File: config.mk
export PLATFORM = sky130hd
export DESIGN_NAME = md4_message_digest_unit
export DESIGN_NICKNAME = d
export VERILOG_FILES = /design/src/design/md4_pkg.sv /design/src/design/md4_message_digest_unit.sv
export VERILOG_INCLUDE_DIRS = /design/src /design/src/design
export SDC_FILE = /design/constraint.sdc
export NUM_CORES = 2
export LEC_CHECK = 0
export BUFFER_PORTS_ARGS = -buffer_cell sky130_fd_sc_hd__buf_2
export CORE_ASPECT_RATIO = 2
export CORE_MARGIN = 3
export CORE_UTILIZATION = 40
export CTS_CLUSTER_DIAMETER = 80
export DETAILED_ROUTE_END_ITERATION = 6
export GPL_TIMING_DRIVEN = 0
export MAX_ROUTING_LAYER = met4
export PLACE_DENSITY_LB_ADDON = 0.2
export SKIP_CTS_REPAIR_TIMING = 1
export SLEW_MARGIN = 15
export SYNTH_ARGS = -nofsm -noshare
export SYNTH_HDL_FRONTEND = slang
export SYNTH_SLANG_ARGS = --single-unit
File: constraint.sdc
create_clock -name clk_i -period 6 [get_ports clk_i]
set_input_delay 1.5 -clock clk_i [delete_from_list [all_inputs] [get_ports clk_i]]
set_output_delay 1.5 -clock clk_i [all_outputs]
set_load 0.03 [all_outputs]
File: src/design/md4_message_digest_unit_macros.svh
// assertion macros for the md4 message digest unit
// depends on nothing; each macro expects clk_i and rst_ni in scope
`ifndef MD4_MESSAGE_DIGEST_UNIT_MACROS_SVH
`define MD4_MESSAGE_DIGEST_UNIT_MACROS_SVH

// property checked at every clock edge outside reset
`define MD4_ASSERT(lbl, prop, msg) \
  lbl: assert property (@(posedge clk_i) disable iff (!rst_ni) (prop)) else $error(msg);

// implication whose consequent is checked in the next cycle, outside reset
`define MD4_ASSERT_NEXT(lbl, pre, post, msg) \
  lbl: assert property (@(posedge clk_i) disable iff (!rst_ni) (pre) |=> (post)) else $error(msg);

`endif

File: src/design/md4_pkg.sv
// md4 package: sequencer states, initial chaining words, round constants
// and the per-round message index, rotate amount and boolean functions
package md4_pkg;

  typedef enum logic [2:0] {
    ST_IDLE,
    ST_PAD,
    ST_LOAD,
    ST_ROUND,
    ST_FOLD,
    ST_OUT
  } md4_state_e;

  localparam logic [31:0] INIT_A   = 32'h67452301;
  localparam logic [31:0] INIT_B   = 32'hefcdab89;
  localparam logic [31:0] INIT_C   = 32'h98badcfe;
  localparam logic [31:0] INIT_D   = 32'h10325476;
  localparam logic [31:0] K_ROUND2 = 32'h5A827999;
  localparam logic [31:0] K_ROUND3 = 32'h6ED9EBA1;
  localparam logic [31:0] PAD_BYTE = 32'h00000080;

  localparam logic [5:0] LAST_ROUND = 6'd47;
  localparam logic [3:0] LAST_SLOT  = 4'd15;
  localparam logic [3:0] LEN_SLOT   = 4'd14;
  localparam logic [2:0] FULL_WORD  = 3'd4;

  // message word used by a round: straight, then with its bit pairs swapped, then bit-reversed
  function automatic logic [3:0] msg_index(input logic [5:0] rnd);
    logic [3:0] j;
    j = rnd[3:0];
    case (rnd[5:4])
      2'd0:    msg_index = j;
      2'd1:    msg_index = {j[1:0], j[3:2]};
      default: msg_index = {j[0], j[1], j[2], j[3]};
    endcase
  endfunction

  function automatic logic [4:0] rot_amt(input logic [5:0] rnd);
    case (rnd[5:4])
      2'd0: begin
        case (rnd[1:0])
          2'd0:    rot_amt = 5'd3;
          2'd1:    rot_amt = 5'd7;
          2'd2:    rot_amt = 5'd11;
          default: rot_amt = 5'd19;
        endcase
      end
      2'd1: begin
        case (rnd[1:0])
          2'd0:    rot_amt = 5'd3;
          2'd1:    rot_amt = 5'd5;
          2'd2:    rot_amt = 5'd9;
          default: rot_amt = 5'd13;
        endcase
      end
      default: begin
        case (rnd[1:0])
          2'd0:    rot_amt = 5'd3;
          2'd1:    rot_amt = 5'd9;
          2'd2:    rot_amt = 5'd11;
          default: rot_amt = 5'd15;
        endcase
      end
    endcase
  endfunction

  // boolean function of the round with its additive constant folded in
  function automatic logic [31:0] round_f(input logic [1:0] rsel, input logic [31:0] b,
                                          input logic [31:0] c, input logic [31:0] d);
    case (rsel)
      2'd0:    round_f = (b & c) | (~b & d);
      2'd1:    round_f = ((b & c) | (b & d) | (c & d)) + K_ROUND2;
      default: round_f = (b ^ c ^ d) + K_ROUND3;
    endcase
  endfunction

  function automatic logic [31:0] rotl32(input logic [31:0] v, input logic [4:0] s);
    logic [63:0] dbl;
    dbl = {v, v} << s;
    rotl32 = dbl[63:32];
  endfunction

endpackage

File: src/design/md4_message_digest_unit.sv
// md4 message digest unit: word-streaming md4 hash with padding and length
// depends on md4_pkg and md4_message_digest_unit_macros.svh
//
// usage
// - input stream: one 32-bit message word per transfer, first byte in bits 7..0,
//   with a valid byte count (0..4) and tlast on the final word of a message;
//   short or empty words are honored only together with tlast
// - output stream: one transfer per message, the 128-bit digest as words a..d
// - a word is taken while the unit is idle; every 16th word starts a compression
//   (load state, 48 rounds, fold state) through the single round unit, during
//   which tready is low
// - the 48 serial rounds of the shared round adder and rotator set the block cost
// - after tlast the unit writes the pad byte (unless the last word carried it),
//   zero fill and the 64-bit bit length one word per cycle into the block buffer,
//   runs one or two more compressions, then presents the digest once the output
//   register is free
// - the digest sits in an output register; the unit keeps taking words of the
//   next message while it waits, and only stalls at the end of that next
//   message until the previous digest has been taken
// - reset returns the chaining words to the md4 initial values and clears the
//   word count and length; the block buffer is not cleared (always filled
//   from slot 0 before it is read)
`include "md4_message_digest_unit_macros.svh"

module md4_message_digest_unit
  import md4_pkg::*;
(
  input  logic         clk_i,
  input  logic         rst_ni,
  input  logic         s_axis_tvalid_i,
  output logic         s_axis_tready_o,
  // [31:0] data_word, [34:32] valid_bytes, [39:35] zero
  input  logic [39:0]  s_axis_tdata_i,
  input  logic         s_axis_tlast_i,
  output logic         m_axis_tvalid_o,
  input  logic         m_axis_tready_i,
  // [31:0] digest_a, [63:32] digest_b, [95:64] digest_c, [127:96] digest_d
  output logic [127:0] m_axis_tdata_o
);

  // sequencer and control state
  md4_state_e  state_q, state_d;
  logic [5:0]  rnd_q, rnd_d;          // round counter of the compression
  logic [3:0]  cnt_q, cnt_d;          // words held in the current block
  logic [63:0] len_q, len_d;          // message length in bits
  logic        pad_q, pad_d;          // message end seen, padding in progress
  logic        need80_q, need80_d;    // pad byte still owed as a word of its own
  logic        lenlo_q, lenlo_d;      // low length word already written
  logic        final_q, final_d;      // last block of the message is written
  logic        out_valid_q, out_valid_d;

  // chaining words and working words of the round unit
  logic [31:0] ch_a_q, ch_b_q, ch_c_q, ch_d_q;
  logic [31:0] ch_a_d, ch_b_d, ch_c_d, ch_d_d;
  logic [31:0] w_a_q, w_b_q, w_c_q, w_d_q;
  logic [31:0] w_a_d, w_b_d, w_c_d, w_d_d;
  logic [127:0] dig_q, dig_d;

  // block buffer, one write and one registered read per cycle
  logic [31:0] blk_mem [16];
  logic        mem_we;
  logic [3:0]  mem_waddr;
  logic [31:0] mem_wdata;
  logic [3:0]  mem_raddr;
  logic [31:0] x_q;

  // input side decode
  logic        in_xfer;
  logic [31:0] in_word;
  logic [2:0]  in_vb;
  logic [2:0]  vb_eff;
  logic [31:0] byte_mask;
  logic [31:0] last_word;

  // round unit
  logic [31:0] rnd_sum;
  logic [31:0] rnd_t;

  assign s_axis_tready_o = (state_q == ST_IDLE);
  assign in_xfer         = s_axis_tvalid_i && s_axis_tready_o;
  assign in_word         = s_axis_tdata_i[31:0];
  assign in_vb           = s_axis_tdata_i[34:32];

  assign m_axis_tvalid_o = out_valid_q;
  assign m_axis_tdata_o  = dig_q;

  // words without tlast, and counts above four, are full words
  assign vb_eff = (!s_axis_tlast_i || (in_vb > FULL_WORD)) ? FULL_WORD : in_vb;

  always_comb begin
    case (vb_eff)
      3'd0:    byte_mask = 32'h00000000;
      3'd1:    byte_mask = 32'h000000ff;
      3'd2:    byte_mask = 32'h0000ffff;
      3'd3:    byte_mask = 32'h00ffffff;
      default: byte_mask = 32'hffffffff;
    endcase
  end

  // short final word carries the pad byte right after its valid bytes
  assign last_word = (vb_eff == FULL_WORD) ? in_word :
                     ((in_word & byte_mask) | (PAD_BYTE << {vb_eff[1:0], 3'b000}));

  // one md4 step: add, rotate
  assign rnd_sum = w_a_q + round_f(rnd_q[5:4], w_b_q, w_c_q, w_d_q) + x_q;
  assign rnd_t   = rotl32(rnd_sum, rot_amt(rnd_q));

  // next state
  always_comb begin
    state_d = state_q;
    case (state_q)
      ST_IDLE: begin
        if (in_xfer) begin
          if (cnt_q == LAST_SLOT) begin
            state_d = ST_LOAD;
          end else if (s_axis_tlast_i) begin
            state_d = ST_PAD;
          end
        end
      end
      ST_PAD: begin
        if (cnt_q == LAST_SLOT) begin
          state_d = ST_LOAD;
        end
      end
      ST_LOAD: state_d = ST_ROUND;
      ST_ROUND: begin
        if (rnd_q == LAST_ROUND) begin
          state_d = ST_FOLD;
        end
      end
      ST_FOLD: begin
        if (final_q) begin
          state_d = ST_OUT;
        end else if (pad_q) begin
          state_d = ST_PAD;
        end else begin
          state_d = ST_IDLE;
        end
      end
      ST_OUT: begin
        if (!out_valid_q || m_axis_tready_i) begin
          state_d = ST_IDLE;
        end
      end
      default: state_d = ST_IDLE;
    endcase
  end

  // datapath and buffer control
  always_comb begin
    rnd_d       = rnd_q;
    cnt_d       = cnt_q;
    len_d       = len_q;
    pad_d       = pad_q;
    need80_d    = need80_q;
    lenlo_d     = lenlo_q;
    final_d     = final_q;
    out_valid_d = out_valid_q;
    ch_a_d      = ch_a_q;
    ch_b_d      = ch_b_q;
    ch_c_d      = ch_c_q;
    ch_d_d      = ch_d_q;
    w_a_d       = w_a_q;
    w_b_d       = w_b_q;
    w_c_d       = w_c_q;
    w_d_d       = w_d_q;
    dig_d       = dig_q;
    mem_we      = 1'b0;
    mem_waddr   = cnt_q;
    mem_wdata   = 32'h0;
    mem_raddr   = msg_index(rnd_q + 6'd1);

    // digest transfer done
    if (out_valid_q && m_axis_tready_i) begin
      out_valid_d = 1'b0;
    end

    case (state_q)
      ST_IDLE: begin
        if (in_xfer) begin
          mem_we    = 1'b1;
          mem_wdata = s_axis_tlast_i ? last_word : in_word;
          cnt_d     = cnt_q + 4'd1;
          len_d     = len_q + {58'd0, vb_eff, 3'b000};
          if (s_axis_tlast_i) begin
            pad_d    = 1'b1;
            need80_d = (vb_eff == FULL_WORD);
          end
        end
      end
      ST_PAD: begin
        // pad byte, then zeros, with the length in the last two slots
        mem_we = 1'b1;
        cnt_d  = cnt_q + 4'd1;
        if (need80_q) begin
          mem_wdata = PAD_BYTE;
          need80_d  = 1'b0;
        end else if ((cnt_q == LEN_SLOT) && !lenlo_q) begin
          mem_wdata = len_q[31:0];
          lenlo_d   = 1'b1;
        end else if ((cnt_q == LAST_SLOT) && lenlo_q) begin
          mem_wdata = len_q[63:32];
          final_d   = 1'b1;
        end else begin
          mem_wdata = 32'h0;
        end
      end
      ST_LOAD: begin
        w_a_d     = ch_a_q;
        w_b_d     = ch_b_q;
        w_c_d     = ch_c_q;
        w_d_d     = ch_d_q;
        rnd_d     = 6'd0;
        mem_raddr = msg_index(6'd0);
      end
      ST_ROUND: begin
        w_a_d = w_d_q;
        w_d_d = w_c_q;
        w_c_d = w_b_q;
        w_b_d = rnd_t;
        rnd_d = rnd_q + 6'd1;
      end
      ST_FOLD: begin
        ch_a_d = ch_a_q + w_a_q;
        ch_b_d = ch_b_q + w_b_q;
        ch_c_d = ch_c_q + w_c_q;
        ch_d_d = ch_d_q + w_d_q;
      end
      ST_OUT: begin
        if (!out_valid_q || m_axis_tready_i) begin
          dig_d       = {ch_d_q, ch_c_q, ch_b_q, ch_a_q};
          out_valid_d = 1'b1;
          ch_a_d      = INIT_A;
          ch_b_d      = INIT_B;
          ch_c_d      = INIT_C;
          ch_d_d      = INIT_D;
          cnt_d       = 4'd0;
          len_d       = 64'd0;
          pad_d       = 1'b0;
          need80_d    = 1'b0;
          lenlo_d     = 1'b0;
          final_d     = 1'b0;
        end
      end
      default: begin
      end
    endcase
  end

  always_ff @(posedge clk_i or negedge rst_ni) begin
    if (!rst_ni) begin
      state_q     <= ST_IDLE;
      rnd_q       <= 6'd0;
      cnt_q       <= 4'd0;
      len_q       <= 64'd0;
      pad_q       <= 1'b0;
      need80_q    <= 1'b0;
      lenlo_q     <= 1'b0;
      final_q     <= 1'b0;
      out_valid_q <= 1'b0;
      ch_a_q      <= INIT_A;
      ch_b_q      <= INIT_B;
      ch_c_q      <= INIT_C;
      ch_d_q      <= INIT_D;
    end else begin
      state_q     <= state_d;
      rnd_q       <= rnd_d;
      cnt_q       <= cnt_d;
      len_q       <= len_d;
      pad_q       <= pad_d;
      need80_q    <= need80_d;
      lenlo_q     <= lenlo_d;
      final_q     <= final_d;
      out_valid_q <= out_valid_d;
      ch_a_q      <= ch_a_d;
      ch_b_q      <= ch_b_d;
      ch_c_q      <= ch_c_d;
      ch_d_q      <= ch_d_d;
    end
  end

  // working words and digest register need no reset
  always_ff @(posedge clk_i) begin
    w_a_q <= w_a_d;
    w_b_q <= w_b_d;
    w_c_q <= w_c_d;
    w_d_q <= w_d_d;
    dig_q <= dig_d;
  end

  // block buffer
  always_ff @(posedge clk_i) begin
    if (mem_we) begin
      blk_mem[mem_waddr] <= mem_wdata;
    end
    x_q <= blk_mem[mem_raddr];
  end

  // a compression always starts on a freshly filled block
  `MD4_ASSERT(a_load_full_block, (state_q != ST_LOAD) || (cnt_q == 4'd0), "load not on full block")
  // the round counter never runs past the last step
  `MD4_ASSERT(a_round_range, (state_q != ST_ROUND) || (rnd_q <= LAST_ROUND), "round out of range")
  // the length trailer is only written once the message end was seen
  `MD4_ASSERT(a_final_in_pad, !final_q || (pad_q && lenlo_q), "final block without padding")
  // a plain block returns straight to taking words
  `MD4_ASSERT_NEXT(a_fold_idle, (state_q == ST_FOLD) && !pad_q, state_q == ST_IDLE, "no idle")
  // in the output state, a free output register is loaded with the digest
  `MD4_ASSERT_NEXT(a_digest_src, (state_q == ST_OUT) && !out_valid_q, out_valid_q, "no digest")

endmodule

==> flow_summary.ini <==
[global_route]
globalRouteTotalUtil_pct = 32.12
antenna_found_initial = 7
wire_length_of_the_first_global_routing_pass_mm = 294.0
overflow_left_after_global_routing = 0
first_global_vias = 40730
grt_max_degree = 100

[critical_path]
reg2regPathDepth = 28
slowest_cell_on_the_critical_path = fa_2
critPathKind = reg2reg
r2r_setup_slack_ns = -1.14
crit_path_max_fanout = 6
crit_required_ns = 6.51
critical_path.reg2reg.endpoint = w_b_q[21]
endpoint_class_of_the_critical_path = flip-flop
worstReg2RegStart = w_c_q[0]
critical_path.startpoint_type = flip-flop
critical_path_arrival_ns = 7.66
critPathMaxStageDelay_ns = 0.57

[pwr]
max-vdd-ir-drop_mv = 0.2636
clock_power_share_pct = 18.8
power-per-cell-area_nw_per_um2 = 576.2
static-leakage-power_nw = 22.83
seq_power_share_pct = 29.3
totalPowerFinal_mw = 34.79
power.switching_fraction_pct = 46.62
power_switching_mw = 16.22
pwr-share-comb_pct = 52.0
power_report.internal_total_mw = 18.57

[yosys]
cell_taking_the_most_area_after_synthesis = edfxtp_1
synth.top_cell.area_share_pct = 44.40
synthTopCellsByArea = edfxtp_1, dfrtp_1, nand2_1
ys_ff_latch = 1007
synth_nets = 5009
post_synth_instance_area_sq_um = 51940
synthArstFlopShare_pct = 20.56
synth.top_cells.by_count = edfxtp_1, nand2_1, a21oi_1
postSynthAreaPerCell_sq_um = 10.99
synth_most_common_cell = edfxtp_1
synth_edf_count = 768
netlist-cell-type-count = 100
synth_seq_area_share_pct = 55.76
ys_warn_count = 0
post_synth_inst_count = 4726
dominantRegCellSynth = edfxtp_1

[floorplanning]
start_util_pct = 40.36
fp.dieW_um = 260.8
die_area_sq_um = 134500
core.rowCount = 186
coreArea_sq_um = 128700
fp.dieH_um = 515.6
top_level_port_count = 175

[finish]
filler_cells = 12000
final_net_count = 5347
final_layout_size_suffix_gt1_share_pct = 14.34
multiInputGateArea_sq_um = 22700
share_of_the_core_filled_with_cells_pct = 46.92
area_growth_syn_to_layout_pct = 16.27
seq_area_sq_um = 28960

[sta]
period_share_pct = 119.0
final-max-slew-violation-count = 0
final_period_minus_worst_setup_slack_ns = 7.142
tightestPinTransition_ns = 1.328
timing.max_slew.rel_slack_pct = 10.69
clock.fmax_mhz = 140.0
worst_hold_slack_ns = 0.5114
skew_ns = 0.03606
rsz0062_at_grt = true
setup-violations-final = 32
report.final.hold_viol_count = 0
layout_setup_ws_ns = -1.142

[run]
max_cap_violations = 0

[routing]
maxUsedRoutingLayer = met4
wl_met3_mm = 8.450
total_drc_errors_in_the_routed_layout = 3
via_per_inst = 5.884
drt-pass1-iter-count = 7
wl_per_cell_um = 30.91
met2_length_mm = 113.3
detail-route-antenna-nets = 0
detailroute.via_count = 40280
drt_first_iter_violations = 2800
totalWireLength_mm = 211.6
detail_route.wirelength.met1_mm = 63.72

[status]
status = finished with violations
failed_checks = DRC, setup timing

[clocking]
tritoncts = done
cts_sinks = 1007
cts-buffers-inserted = 95
cts_buffer_depth = 3
htree_num_levels = 3
cts-root-buf = clkbuf_16
clock_latency_ns = 0.75
cts.reportedPaths.clkPinSlew_ns = 0.08

[worst_hold_path]
holdPathStages = 1
hold_path_end = lenlo_q
hp-class = reg2reg
hold_path_startpoint = lenlo_q

[placement]
globalplace.congestion = 1.025
post_dp_hpwl_mm = 164.3
io_buffers = 169
per-stage QoR:
step | TNS [ns] | instances | cell area, sq um | setup WS [ns]
global placement | -652.69 | 6587 | 54940 | -3.578
CTS | -76.55 | 6802 | 58910 | -3.234
global route | -34.95 | 6842 | 60380 | -1.229
detailed placement | -74.47 | 6623 | 55610 | -3.181
floorplan | 0 | 4726 | 51980 | 0.004707
finish | -31.30 | 6845 | 60390 | -1.142
cells by family after synthesis:
group	share of synthesized area, %
AND/OR/NAND/NOR	13.64
multiplexers	1.313
AO/OA/AOI/OAI	15.68
buffers and inverters	2.795
flip-flops	55.76
XOR/XNOR	4.079
adder cells (fa/ha/maj)	6.731
state kept, by name, summed over array words and instances, names as in the netlist, 3 cells and up:
signal / count
x_q: 32
w_c_q: 32
len_q: 61
ch_d_q: 32
w_a_q: 32
w_d_q: 32
state_q: 3
rnd_q: 6
m_axis_tdata_o: 128
blk_mem: 512
ch_b_q: 32
ch_a_q: 32
cnt_q: 4
ch_c_q: 32
w_b_q: 32
cell usage in the layout, fill, tap and decap left out, drive strengths merged, types with 14 or more instances in the layout:
| cell | instances |
|---|---|
| o211ai | 21 |
| a22oi | 14 |
| xnor2 | 113 |
| a311oi | 69 |
| o21bai | 17 |
| edfxtp | 768 |
| or3 | 30 |
| o21ai | 265 |
| a31oi | 96 |
| dfrtp | 143 |
| o21a | 24 |
| a21oi | 307 |
| buf | 285 |
| xor2 | 128 |
| ha | 169 |
| nand2b | 29 |
| and2 | 163 |
| a222oi | 18 |
| a21o | 97 |
| inv | 129 |
| nor2 | 266 |
| dfstp | 64 |
| and3 | 34 |
| mux2i | 58 |
| clkinv | 39 |
| nor2b | 25 |
| fa | 69 |
| nand3 | 108 |
| nand4 | 24 |
| dfxtp | 32 |
| o31ai | 16 |
| nor3 | 77 |
| a211oi | 191 |
| clkbuf | 322 |
| nand2 | 747 |
worst max path at each step:
stage,endpoint,cells after the start,slack (ns),startpoint
after CTS,w_b_q[28],19,-3.23,rnd_q[5]
after global routing,w_b_q[21],28,-1.23,w_c_q[0]
after global placement,w_b_q[22],19,-3.58,rnd_q[5]
after detailed placement,w_b_q[28],19,-3.18,rnd_q[5]
final,w_b_q[21],28,-1.14,w_c_q[0]
after floorplan,w_b_q[10],28,0.005,w_b_q[1]
critical path: cells and delay by family, from the launching register on:
kind	cells	cell delay, ns
AO/OA/AOI/OAI	11	2.72
adder cells (fa/ha/maj)	4	1.55
AND/OR/NAND/NOR	7	1.02
buffers and inverters	3	0.51
flip-flops	1	0.50
XOR/XNOR	2	0.34
multiplexers	1	0.25
layout make-up:
type | count | area share (%)
antenna | 7 | 0.02901
inverter | 121 | 0.7646
timing repair buffer | 249 | 2.994
multi-input combinational | 3347 | 37.59
clock inverter | 64 | 1.303
buffer | 243 | 1.685
sequential | 1007 | 47.96
tap | 1692 | 3.506
clock buffer | 115 | 4.163
layer usage:
| layer | vias to the layer above | track usage (%) |
|---|---|---|
| met5 | - | - |
| met4 | 0 | 31.21 |
| met3 | 811 | 3.894 |
| met2 | 1495 | 58.48 |
| met1 | 19960 | 27.63 |
| li1 | 18010 | - |
power by group through the flow:
stage                     registers, mW  clock network [mW]  logic [mW]
after floorplan                    10.4                   0        9.23
after global placement             10.4                   0        15.9
after detailed placement           10.3                   0        16.1
after CTS                          10.2                6.60        16.2
after global routing               10.3                6.85        19.1
final                              10.2                6.53        18.1
Power figures use the tool's default switching activity.
